`src/hw/rtl/bcsc_pkg.sv`:
```
// Shared types and constants for the baro conversion sequencer compensator.
// No dependencies.
package bcsc_pkg;

  localparam logic [2:0] REG_C1       = 3'd0;
  localparam logic [2:0] REG_C2       = 3'd1;
  localparam logic [2:0] REG_C3       = 3'd2;
  localparam logic [2:0] REG_C4       = 3'd3;
  localparam logic [2:0] REG_C6       = 3'd4;
  localparam logic [2:0] REG_P_OSR    = 3'd5;
  localparam logic [2:0] REG_T_OSR    = 3'd6;
  localparam logic [2:0] OSR_RESET    = 3'd4;

  localparam logic [7:0] CMD_PRESSURE = 8'h40;
  localparam logic [7:0] CMD_TEMP     = 8'h50;

  // one classified poll, front to back
  typedef struct packed {
    logic        adc_read;
    logic        cmd_valid;
    logic [7:0]  cmd_byte;
    logic        data_ready;
    logic [23:0] raw_pressure;
    logic [31:0] sample_tick;
  } rec_t;

  typedef struct packed {
    logic [15:0] c1;
    logic [15:0] c2;
    logic [15:0] c3;
    logic [15:0] c4;
    logic [15:0] c6;
  } coeff_t;

endpackage

```
`src/hw/rtl/bcsc_front.sv`:
```
// Poll sequencer: conversion timing, command bytes, classification of polls.
// Depends on bcsc_pkg.
module bcsc_front
  import bcsc_pkg::*;
#(
  parameter int TICK_BITS = 32
) (
  input  logic        clk,
  input  logic        rst,
  input  logic        push,
  input  logic [31:0] now_tick,
  input  logic [23:0] adc_word,
  input  logic [2:0]  pressure_osr,
  input  logic [2:0]  temp_osr,
  input  logic        q_full,
  output logic        q_push,
  output rec_t        q_rec
);

  typedef enum logic [1:0] {
    PH_IDLE, PH_WAIT_D1, PH_WAIT_D2
  } phase_t;

  phase_t                 phase;
  logic [TICK_BITS-1:0]   conv_start;
  logic [TICK_BITS-1:0]   inflight;
  logic [23:0]            raw_pressure;
  logic [TICK_BITS-1:0]   now;
  logic [TICK_BITS-1:0]   elapsed;
  logic                   p_due;
  logic                   t_due;

  function automatic logic [4:0] delay_of(input logic [2:0] osr);
    case (osr)
      3'd0:    delay_of = 5'd1;
      3'd1:    delay_of = 5'd2;
      3'd2:    delay_of = 5'd3;
      3'd3:    delay_of = 5'd10;
      default: delay_of = 5'd20;
    endcase
  endfunction

  assign now     = now_tick[TICK_BITS-1:0];
  assign elapsed = now - conv_start;
  assign p_due   = elapsed >= TICK_BITS'(delay_of(pressure_osr));
  assign t_due   = elapsed >= TICK_BITS'(delay_of(temp_osr));
  assign q_push  = push && !q_full;

  always_comb begin
    q_rec = '0;
    q_rec.raw_pressure = raw_pressure;
    q_rec.sample_tick  = 32'(inflight);
    unique case (phase)
      PH_IDLE: begin
        q_rec.cmd_valid = 1'b1;
        q_rec.cmd_byte  = CMD_PRESSURE + {4'd0, pressure_osr, 1'b0};
      end
      PH_WAIT_D1: begin
        if (p_due) begin
          q_rec.adc_read  = 1'b1;
          q_rec.cmd_valid = 1'b1;
          q_rec.cmd_byte  = CMD_TEMP + {4'd0, temp_osr, 1'b0};
        end
      end
      PH_WAIT_D2: begin
        if (t_due) begin
          q_rec.adc_read   = 1'b1;
          q_rec.cmd_valid  = 1'b1;
          q_rec.cmd_byte   = CMD_PRESSURE + {4'd0, pressure_osr, 1'b0};
          q_rec.data_ready = 1'b1;
        end
      end
      default: ;
    endcase
  end

  always_ff @(posedge clk) begin
    if (rst) begin
      phase        <= PH_IDLE;
      conv_start   <= '0;
      inflight     <= '0;
      raw_pressure <= '0;
    end else if (q_push) begin
      unique case (phase)
        PH_IDLE: begin
          inflight   <= now;
          conv_start <= now;
          phase      <= PH_WAIT_D1;
        end
        PH_WAIT_D1: begin
          if (p_due) begin
            raw_pressure <= adc_word;
            conv_start   <= now;
            phase        <= PH_WAIT_D2;
          end
        end
        PH_WAIT_D2: begin
          if (t_due) begin
            inflight   <= now;
            conv_start <= now;
            phase      <= PH_WAIT_D1;
          end
        end
        default: phase <= PH_IDLE;
      endcase
    end
  end

endmodule

```
`src/hw/rtl/bcsc_queue.sv`:
```
// Two-entry queue of classified polls between front and back.
// Depends on bcsc_pkg.
module bcsc_queue
  import bcsc_pkg::*;
(
  input  logic clk,
  input  logic rst,
  input  logic wr,
  input  rec_t wr_rec,
  output logic full,
  input  logic rd,
  output logic avail,
  output rec_t rd_rec
);

  rec_t       mem [2];
  logic       wptr;
  logic       rptr;
  logic [1:0] count;

  assign full   = count == 2'd2;
  assign avail  = count != 2'd0;
  assign rd_rec = mem[rptr];

  always_ff @(posedge clk) begin
    if (wr) mem[wptr] <= wr_rec;
  end

  always_ff @(posedge clk) begin
    if (rst) begin
      wptr  <= 1'b0;
      rptr  <= 1'b0;
      count <= 2'd0;
    end else begin
      if (wr) wptr <= !wptr;
      if (rd && avail) rptr <= !rptr;
      count <= count + 2'(wr) - 2'(rd && avail);
    end
  end

endmodule

```
`src/hw/rtl/bcsc_back.sv`:
```
// Compensation engine and result register: divider, shared multiplier, output.
// Depends on bcsc_pkg.
module bcsc_back
  import bcsc_pkg::*;
(
  input  logic               clk,
  input  logic               rst,
  input  coeff_t             coeff,
  input  logic               q_avail,
  input  rec_t               q_rec,
  output logic               q_pop,
  output logic               empty,
  input  logic               pop,
  output logic               adc_read,
  output logic               cmd_valid,
  output logic [7:0]         cmd_byte,
  output logic               data_ready,
  output logic signed [31:0] pressure,
  output logic [31:0]        sample_tick
);

  localparam logic [31:0] DT_DIVIDEND = 32'd4194304000;

  typedef enum logic [3:0] {
    S_IDLE, S_DIV, S_M1, S_M2, S_M3, S_M4, S_M5, S_M6, S_M7, S_M8, S_OUT
  } state_t;

  state_t             state;
  rec_t               cur;
  logic [15:0]        rem;
  logic [31:0]        dsr;
  logic [31:0]        quo;
  logic [4:0]         cnt;
  logic signed [63:0] prod;
  logic signed [63:0] acc;
  logic signed [63:0] off;
  logic signed [63:0] sens;
  logic signed [31:0] held_p;
  logic [31:0]        held_tick;
  logic out_valid;

  logic [16:0]        rem_sh;
  logic               ge;
  logic signed [31:0] dt;
  logic signed [32:0] mul_a;
  logic signed [32:0] mul_b;
  logic signed [65:0] mul_p;
  logic               out_load;

  function automatic logic signed [63:0] tdiv(input logic signed [63:0] x,
                                              input int k);
    logic signed [63:0] bias;
    bias = x[63] ? ((64'sd1 <<< k) - 64'sd1) : 64'sd0;
    tdiv = (x + bias) >>> k;
  endfunction

  assign rem_sh = {rem, dsr[31]};
  assign ge     = rem_sh >= {1'b0, coeff.c6};
  assign dt     = (coeff.c6 == 16'd0) ? 32'sd0 : $signed(quo);
  assign q_pop  = (state == S_IDLE) && q_avail;
  assign empty  = !out_valid;
  assign out_load = (state == S_OUT) && (!out_valid || pop);

  always_comb begin
    mul_a = '0;
    mul_b = '0;
    case (state)
      S_M1: begin
        mul_a = $signed({17'd0, coeff.c4});
        mul_b = 33'(dt);
      end
      S_M2: begin
        mul_a = $signed({17'd0, coeff.c3});
        mul_b = 33'(dt);
      end
      S_M4: begin
        mul_a = $signed({9'd0, cur.raw_pressure});
        mul_b = $signed({1'b0, sens[31:0]});
      end
      S_M5: begin
        mul_a = $signed({9'd0, cur.raw_pressure});
        mul_b = $signed({1'b0, sens[63:32]});
      end
      default: ;
    endcase
  end

  assign mul_p = mul_a * mul_b;

  always_ff @(posedge clk) begin
    if (rst) begin
      state     <= S_IDLE;
      out_valid <= 1'b0;
      held_p    <= '0;
      held_tick <= '0;
    end else begin
      out_valid <= out_load || (out_valid && !pop);
      unique case (state)
        S_IDLE: begin
          if (q_avail) begin
            cur <= q_rec;
            rem <= '0;
            dsr <= DT_DIVIDEND;
            quo <= '0;
            cnt <= '0;
            state <= q_rec.data_ready ? S_DIV : S_OUT;
          end
        end
        S_DIV: begin
          // restoring divide, one quotient bit per cycle
          rem <= ge ? 16'(rem_sh - {1'b0, coeff.c6}) : rem_sh[15:0];
          quo <= {quo[30:0], ge};
          dsr <= {dsr[30:0], 1'b0};
          cnt <= cnt + 5'd1;
          if (cnt == 5'd31) state <= S_M1;
        end
        S_M1: begin
          prod  <= mul_p[63:0];
          state <= S_M2;
        end
        S_M2: begin
          off   <= $signed({31'd0, coeff.c2, 17'd0}) + tdiv(prod, 6);
          prod  <= mul_p[63:0];
          state <= S_M3;
        end
        S_M3: begin
          sens  <= $signed({32'd0, coeff.c1, 16'd0}) + tdiv(prod, 7);
          state <= S_M4;
        end
        S_M4: begin
          prod  <= mul_p[63:0];
          state <= S_M5;
        end
        S_M5: begin
          acc   <= prod;
          prod  <= mul_p[63:0];
          state <= S_M6;
        end
        S_M6: begin
          // D1 * SENS modulo 2^64 from the two partial products
          acc   <= acc + {prod[31:0], 32'd0};
          state <= S_M7;
        end
        S_M7: begin
          acc   <= tdiv(acc, 21) - off;
          state <= S_M8;
        end
        S_M8: begin
          held_p    <= 32'(tdiv(acc, 15));
          held_tick <= cur.sample_tick;
          state     <= S_OUT;
        end
        S_OUT: begin
          if (out_load) begin
            adc_read    <= cur.adc_read;
            cmd_valid   <= cur.cmd_valid;
            cmd_byte    <= cur.cmd_byte;
            data_ready  <= cur.data_ready;
            pressure    <= held_p;
            sample_tick <= held_tick;
            state       <= S_IDLE;
          end
        end
        default: state <= S_IDLE;
      endcase
    end
  end

endmodule

```
`src/hw/rtl/baro_conversion_sequencer_compensator.sv`:
```
// Top level: configuration registers, front sequencer, queue, compensation back.
// Depends on bcsc_pkg, bcsc_front, bcsc_queue, bcsc_back.
//
//  channel  | handshake          | payload
//  ---------+--------------------+------------------------------------------
//  poll in  | push / full        | now_tick, adc_word
//  result   | pop / empty        | adc_read, cmd_valid, cmd_byte, data_ready,
//           |                    | pressure, sample_tick
//  config   | cfg_write          | cfg_index, cfg_data
//
// A poll that computes no pressure goes from the queue entry via the back's
// current record into the result register. One that computes pressure first
// runs the restoring divide of the dT constant by C6, then 8 steps through the
// shared multiplier. The two-entry queue lets polls be taken while the back
// is busy; full rises when it holds two. Reset (synchronous) clears all control state.
module baro_conversion_sequencer_compensator
  import bcsc_pkg::*;
#(
  parameter int TICK_BITS = 32
) (
  input  logic               clk,
  input  logic               rst,
  input  logic               push,
  output logic               full,
  input  logic [31:0]        now_tick,
  input  logic [23:0]        adc_word,
  output logic               empty,
  input  logic               pop,
  output logic               adc_read,
  output logic               cmd_valid,
  output logic [7:0]         cmd_byte,
  output logic               data_ready,
  output logic signed [31:0] pressure,
  output logic [31:0]        sample_tick,
  input  logic               cfg_write,
  input  logic [2:0]         cfg_index,
  input  logic [15:0]        cfg_data
);

  coeff_t     coeff;
  logic [2:0] pressure_osr;
  logic [2:0] temp_osr;
  logic       q_push;
  rec_t       q_wr_rec;
  logic       q_pop;
  logic       q_avail;
  rec_t       q_rd_rec;

  always_ff @(posedge clk) begin
    if (rst) begin
      coeff        <= '0;
      pressure_osr <= OSR_RESET;
      temp_osr     <= OSR_RESET;
    end else if (cfg_write) begin
      case (cfg_index)
        REG_C1:    coeff.c1     <= cfg_data;
        REG_C2:    coeff.c2     <= cfg_data;
        REG_C3:    coeff.c3     <= cfg_data;
        REG_C4:    coeff.c4     <= cfg_data;
        REG_C6:    coeff.c6     <= cfg_data;
        REG_P_OSR: pressure_osr <= cfg_data[2:0];
        REG_T_OSR: temp_osr     <= cfg_data[2:0];
        default: ;
      endcase
    end
  end

  bcsc_front #(.TICK_BITS(TICK_BITS)) u_front (
    .clk, .rst, .push, .now_tick, .adc_word, .pressure_osr, .temp_osr,
    .q_full(full), .q_push, .q_rec(q_wr_rec)
  );

  bcsc_queue u_queue (
    .clk, .rst, .wr(q_push), .wr_rec(q_wr_rec), .full,
    .rd(q_pop), .avail(q_avail), .rd_rec(q_rd_rec)
  );

  bcsc_back u_back (
    .clk, .rst, .coeff, .q_avail, .q_rec(q_rd_rec), .q_pop,
    .empty, .pop, .adc_read, .cmd_valid, .cmd_byte, .data_ready,
    .pressure, .sample_tick
  );

endmodule

```
`config.mk`:
```
export PLATFORM = sky130hd
export DESIGN_NAME = baro_conversion_sequencer_compensator
export DESIGN_NICKNAME = d
export VERILOG_FILES = /design/src/hw/rtl/bcsc_pkg.sv /design/src/hw/rtl/bcsc_front.sv /design/src/hw/rtl/bcsc_queue.sv /design/src/hw/rtl/bcsc_back.sv /design/src/hw/rtl/baro_conversion_sequencer_compensator.sv
export SDC_FILE = /design/constraint.sdc
export NUM_CORES = 2
export LEC_CHECK = 0
export BUFFER_PORTS_ARGS = -buffer_cell sky130_fd_sc_hd__buf_2
export CAP_MARGIN = 5
export CORE_MARGIN = 1
export CORE_UTILIZATION = 53
export CTS_CLUSTER_SIZE = 25
export DETAILED_ROUTE_END_ITERATION = 12
export PLACE_DENSITY = 0.69
export REMOVE_ABC_BUFFERS = 1
export SYNTH_ARGS = -nofsm -noshare
export SYNTH_HDL_FRONTEND = slang
export SYNTH_HIERARCHICAL = 1
export SYNTH_SLANG_ARGS = --single-unit
```
`constraint.sdc`:
```
create_clock -name clk -period 13.9 [get_ports clk]
set_input_delay 2.78 -clock clk [delete_from_list [all_inputs] [get_ports clk]]
set_output_delay 2.78 -clock clk [all_outputs]
set_load 0.01 [all_outputs]
```
## Yosys cells after proc, flatten, opt, wreduce, memory -nomap -nowiden

Memories as Yosys holds them, arrays and structs flattened. A register that Yosys moved wholly into a read port is not among the register bits.
Cells that the tools add are included.

| storage, ports and cells | value |
|---|---|
| flip-flop bits (word level) | 732 |
| memory bits (writable) | 134 |
| bits of input ports | 80 |
| output and inout port bits | 77 |
| logic and storage cells | 175 |
| memories kept | 1 |

Memories:

| name | words | width | read ports | clocked after memory_dff | wr ports | RTL line | text |
|---|---|---|---|---|---|---|---|
| u_queue.mem | 2 | 67 | 1 | 1 | 1 | bcsc_queue.sv:16 | `rec_t mem [2];` |

| cells by class | value |
|---|---|
| add/subtract/negate cells | 15 |
| multipliers | 1 |
| $lt $le $gt $ge | 3 |
| equality and inequality tests | 31 |
| multiplexer cells | 40 |
| bitwise operators | 1 |
| reductions and logical operators | 45 |

Operators by type and width:

| cell | count |
|---|---|
| $pmux 32 s2 | 3 |
| $pmux 64 s3 | 1 |
| $mux 32 | 5 |
| $pmux 33 s3 | 1 |
| $pmux 32 s3 | 1 |
| $pmux 24 s3 | 1 |
| $add 64x22->64 | 1 |
| $add 64x64->64 | 1 |
| $add 64x7->64 | 1 |
| $add 64x8->64 | 1 |
| $ge 32x5->1 | 2 |
| $sub 43x64->64 | 1 |
| $add 34x58->59 | 1 |
| $add 33x57->58 | 1 |
| $mul 25x33->58 | 1 |
| $add 47x47->47 | 1 |
| $pmux 4 s11 | 1 |
| $pmux 5 s4 | 2 |
| $mux 16 | 2 |
| $pmux 16 s2 | 1 |
| $sub 32x32->32 | 1 |
| $pmux 9 s3 | 1 |
| $reduce_and 2->1 | 11 |
| $mux 21 | 1 |
| other kinds (43) | 93 |

## Logic depth before layout (Yosys ltp)

| logic depth | value |
|---|---|
| depth after elaboration | 5 |
| mapped depth | 37 |

## Hierarchy

Netlist, hierarchy kept.

Modules (own cells, without submodules):

| module | instances | cells each | area an instance (um^2) | seq. area each (um^2) |
|---|---|---|---|---|
| bcsc_back | 1 | 6170 | 57791.7 | 14624.0 |
| bcsc_front | 1 | 821 | 6754.0 | 1801.7 |
| bcsc_queue | 1 | 231 | 5190.0 | 4124.0 |
| baro_conversion_sequencer_compensator | 1 | 304 | 3414.5 | 1721.7 |

## Worst setup path after synthesis

No wires, ideal clock.

| timing | value |
|---|---|
| path kind | input port to flip-flop |
| start point | in rst |
| end point | reg u_back.sens[0], enable pin |
| setup time | 617 ps |
| data arrival time | 8659 ps |
| required time | 13283 ps |
| setup slack | 4624 ps |
| stages | 3 |
| cells stage by stage | clkbuf_1 clkbuf_1 nor4_1 |

| on the way | value |
|---|---|
| cells in the longest elaborated chain, start to end | 2 |

RTL lines:

| element | RTL line | text |
|---|---|---|
| start: declaration | baro_conversion_sequencer_compensator.sv:22 | `input logic rst,` |
| $not 1->1 (no line) | n/a |  |
| $reduce_and 2->1 (no line) | n/a |  |
| end signal: assignment | bcsc_back.sv:127 | `sens <= $signed({32'd0, coeff.c1, 16'd0}) + tdiv(prod, 7);` |
| end: declaration | bcsc_back.sv:37 | `logic signed [63:0] sens;` |

Every way passes these cells.
A chain may end at the register's enable or synchronous reset.

## Final worst setup path

| timing | value |
|---|---|
| start point | reg u_back.state[3] |
| end point | reg u_back.prod[46], data pin |

| on the way | value |
|---|---|
| cells in the longest elaborated chain, start to end | 4 |

RTL lines:

| element | RTL line | text |
|---|---|---|
| start: declaration | bcsc_back.sv:28 | `state_t state;` |
| start signal: assignment | bcsc_back.sv:106 | `state <= q_rec.data_ready ? S_DIV : S_OUT;` |
| $eq 4x3->1 / $eq 4x2->1 (equally long branches) | bcsc_back.sv:67 | `case (state)` |
| $reduce_or 2->1 (no line) | n/a |  |
| $pmux 24 s3 / $pmux 33 s3 (equally long branches) | bcsc_back.sv:67 |  |
| $mul 25x33->58 * | bcsc_back.sv:88 | `assign mul_p = mul_a * mul_b;` |
| net u_back.mul_p[46] | bcsc_back.sv:47 | `logic signed [65:0] mul_p;` |
| end signal: assignment | bcsc_back.sv:118 | `prod <= mul_p[63:0];` |
| end signal: assignment | bcsc_back.sv:123 | `prod <= mul_p[63:0];` |
| end signal: assignment | bcsc_back.sv:131 | `prod <= mul_p[63:0];` |
| end: declaration | bcsc_back.sv:34 | `logic signed [63:0] prod;` |

The timed path passes the listed nets; every way through them passes the cells marked *.

==> key figures <==
Run status
  – Status: finished clean

Cells and area
  – Final core area utilization: 57.5%
  – Area delta synth->final: 7.07%
  – Layout cells sized above 1: 7.45%
  – Post-layout nets: 8,765

Critical path
  – Critical Path Max Stage Delay: 0.95 ns
  – Slowest CP cell: a2111oi_0
  – Setup crit start kind: register
  – Worst Reg-to-Reg Cells: 28
  – Crit path capture type: register
  – Worst path bufs/invs: 5
  – Critical Path RT: 14.37 ns
  – CP Class: register to register
  – Crit-path max FO: 38
  – Critical path depth: 28
  – CP top delay family: adder cells
  – Worst path most repeated cell: fa_1
  – Endpoint arrival time on the critical path: 10.79 ns

STA
  – Fmax: 96.9 MHz
  – Post-Route Skew: 0.0741 ns
  – Period minus WS final: 10.32 ns
  – Max_slew headroom: 22.0%
  – Worst-Margin Slew: 1.14 ns
  – Final Setup Violations: 0
  – Final Hold Fails: 0
  – Fin. max-slew vios: 0
  – RSZ-0062 raised after global routing: false
  – Period utilization: 74.3%
  – Fin Setup TNS: 0 ns

Synth
  – Most common flop cell mapped by yosys: edfxtp_1
  – Commonest cells post-synth: inv_1, fa_1, nand2_1, nor2_1, edfxtp_1
  – Post-synthesis cell type count: 112
  – Mapped cell area: 73,200 um^2
  – Syn Inst Count: 7,526
  – Largest cells by area after synthesis: edfxtp_1, fa_1, dfxtp_1
  – Synth Register Bits: 825
  – Mean Syn Cell Area: 9.72 um^2
  – Share of Yosys cell area claimed by the top area cell type: 23.6%
  – Most frequent cell after synthesis: inv_1
  – Async S/R FF share, synth: 0%
  – EDFF count, synth: 575
  – Post-synth top area cell: edfxtp_1
  – Seq/Total Area, Yosys: 30.4%
  – Yosys warning total: 6

Clocking
  – Post-CTS Setup Bufs: 0
  – Clk sinks: 825
  – CTS tree: built
  – Post-CTS resize count: 0
  – CTS Hold Buffers Added: 0
  – CTS Buffer Depth: 3
  – H-tree depth: 3
  – Worst-path clk slew: 0.06 ns
  – Clk Latency, worst-skew pair: 0.73 ns
  – CTS root buf: clkbuf_16
  – CTS buffer count: 86

Floorplan
  – Core region area: 136,000 um^2
  – Chip Width: 374 um
  – Starting Density: 53.7%
  – I/O pin cnt: 157
  – Die Footprint: 140,000 um^2
  – Die H: 374 um
  – FP Rows: 135

Flow run
  – Maxcap violations: 0

Min path
  – Min-Delay Path Class: register to register
  – Worst Hold Depth: 0

Global routing
  – Global-route wire length before repair: 329,000 um
  – Vias in the first global route: 55,200
  – Antenna violations before repair: 13
  – All-Layer GR Usage: 30.8%
  – Largest net degree at the start of global routing: 140
  – Grt ovf: 0

Route
  – Routed WL per cell: 22.9 um
  – Routed Wire Length: 214,000 um
  – Routed vias: 55,000
  – Initial DRT Pass Iterations: 6
  – Vias per inst: 5.88
  – Iter 0 DRT Violations: 4,879
  – Detail Route Antenna Nets: 0
  – Number of remaining DRC errors: 0

Placement
  – Routability congestion estimate from global placement: 0.980
  – Detail Placement HPWL: 164,000 um
  – IO buf count: 156

Power
  – Final Power: 8.30 mW
  – Max rail drop VDD: 104 uV
  – Power per cell area: 106 nW/um^2
  – Leak Pwr: 33.9 nW
[logic make-up after synthesis]
logic type / synth area share [%]
flops: 30.4
buf+inv: 7.80
xor+xnor: 4.72
other cells: 0.0154
simple gates: 15.1
mux: 3.61
fa+ha+maj: 28.7
compound gates: 9.54
[power breakdown]
part	total, mW	switching [mW]	internal (mW)	leakage [nW]
clock	2.39	1.05	1.34	1.42
sequential	3.34	0.257	3.08	7.36
combinational	2.58	1.65	0.932	25.1
[sequential cells by signal, summed over array words and instances (netlist names), 2 cells and up, named ones only]
name / count
u_back/dsr: 7
u_back/rem: 16
pressure_osr: 3
u_back/sens: 58
u_back/prod: 58
u_back/cnt: 5
temp_osr: 3
u_back/cmd_byte: 8
u_back/off: 59
u_back/held_p: 32
u_front/conv_start: 32
u_front/phase: 2
u_back/held_tick: 32
u_back/sample_tick: 32
u_queue/mem: 134
u_queue/count: 2
coeff: 80
u_front/inflight: 32
u_back/cur: 67
u_back/pressure: 32
u_back/quo: 32
u_back/state: 4
u_back/acc: 64
u_front/raw_pressure: 24
[layer usage]
layer	vias to the layer above	track usage (%)	part of all wire, %
met3	509	6.25	8.0
met5	-	0	0.049
li1	24700	-	-
met2	2320	50.2	47
met4	16	11.7	4.4
met1	27500	40.5	40
[through the flow]
step / instances / worst slack [ns] / hold WS [ns] / area, um^2
2_1_floorplan: 7178 / 3.90 / 0.400 / 71600
3_3_place_gp: 9190 / 4.00 / 0.400 / 75400
3_5_place_dp: 9190 / 3.81 / 0.405 / 75400
4_1_cts: 9351 / 3.79 / 0.407 / 78300
5_1_grt: 9351 / 3.13 / 0.409 / 78300
6_report: 9356 / 3.58 / 0.409 / 78300
[cells in the final DEF (no fill, tap or decap), types with 155 or more instances in the layout]
cell type	instances
a21oi_1	313
buf_2	155
dfxtp_1	249
edfxtp_1	575
fa_1	815
ha_1	373
inv_1	1093
mux2i_1	174
nand2_1	747
nand2b_1	248
nor2_1	714
o21ai_0	207
xnor2_1	247
[area by class of cell]
class	count	area, um^2
multi-input combinational	5260	45400
clock buffer	106	2250
tap	1781	2230
fill	12000	57800
inverter	1093	4100
sequential	825	22300
clock inverter	55	674
timing repair buffer	231	1370
antenna	5	12.5
[path summary, 6_finish.rpt]
check,from,endpoint,slack (ns)
worst min register to register,u_back/held_p[25],u_back/pressure[25],0.41
worst max register to register,u_back/state[3],u_back/prod[46],3.58
worst min-delay path,u_back/held_p[25],u_back/pressure[25],0.41
worst max-delay path,u_back/state[3],u_back/prod[46],3.58
(Power assumes the default switching activity.)
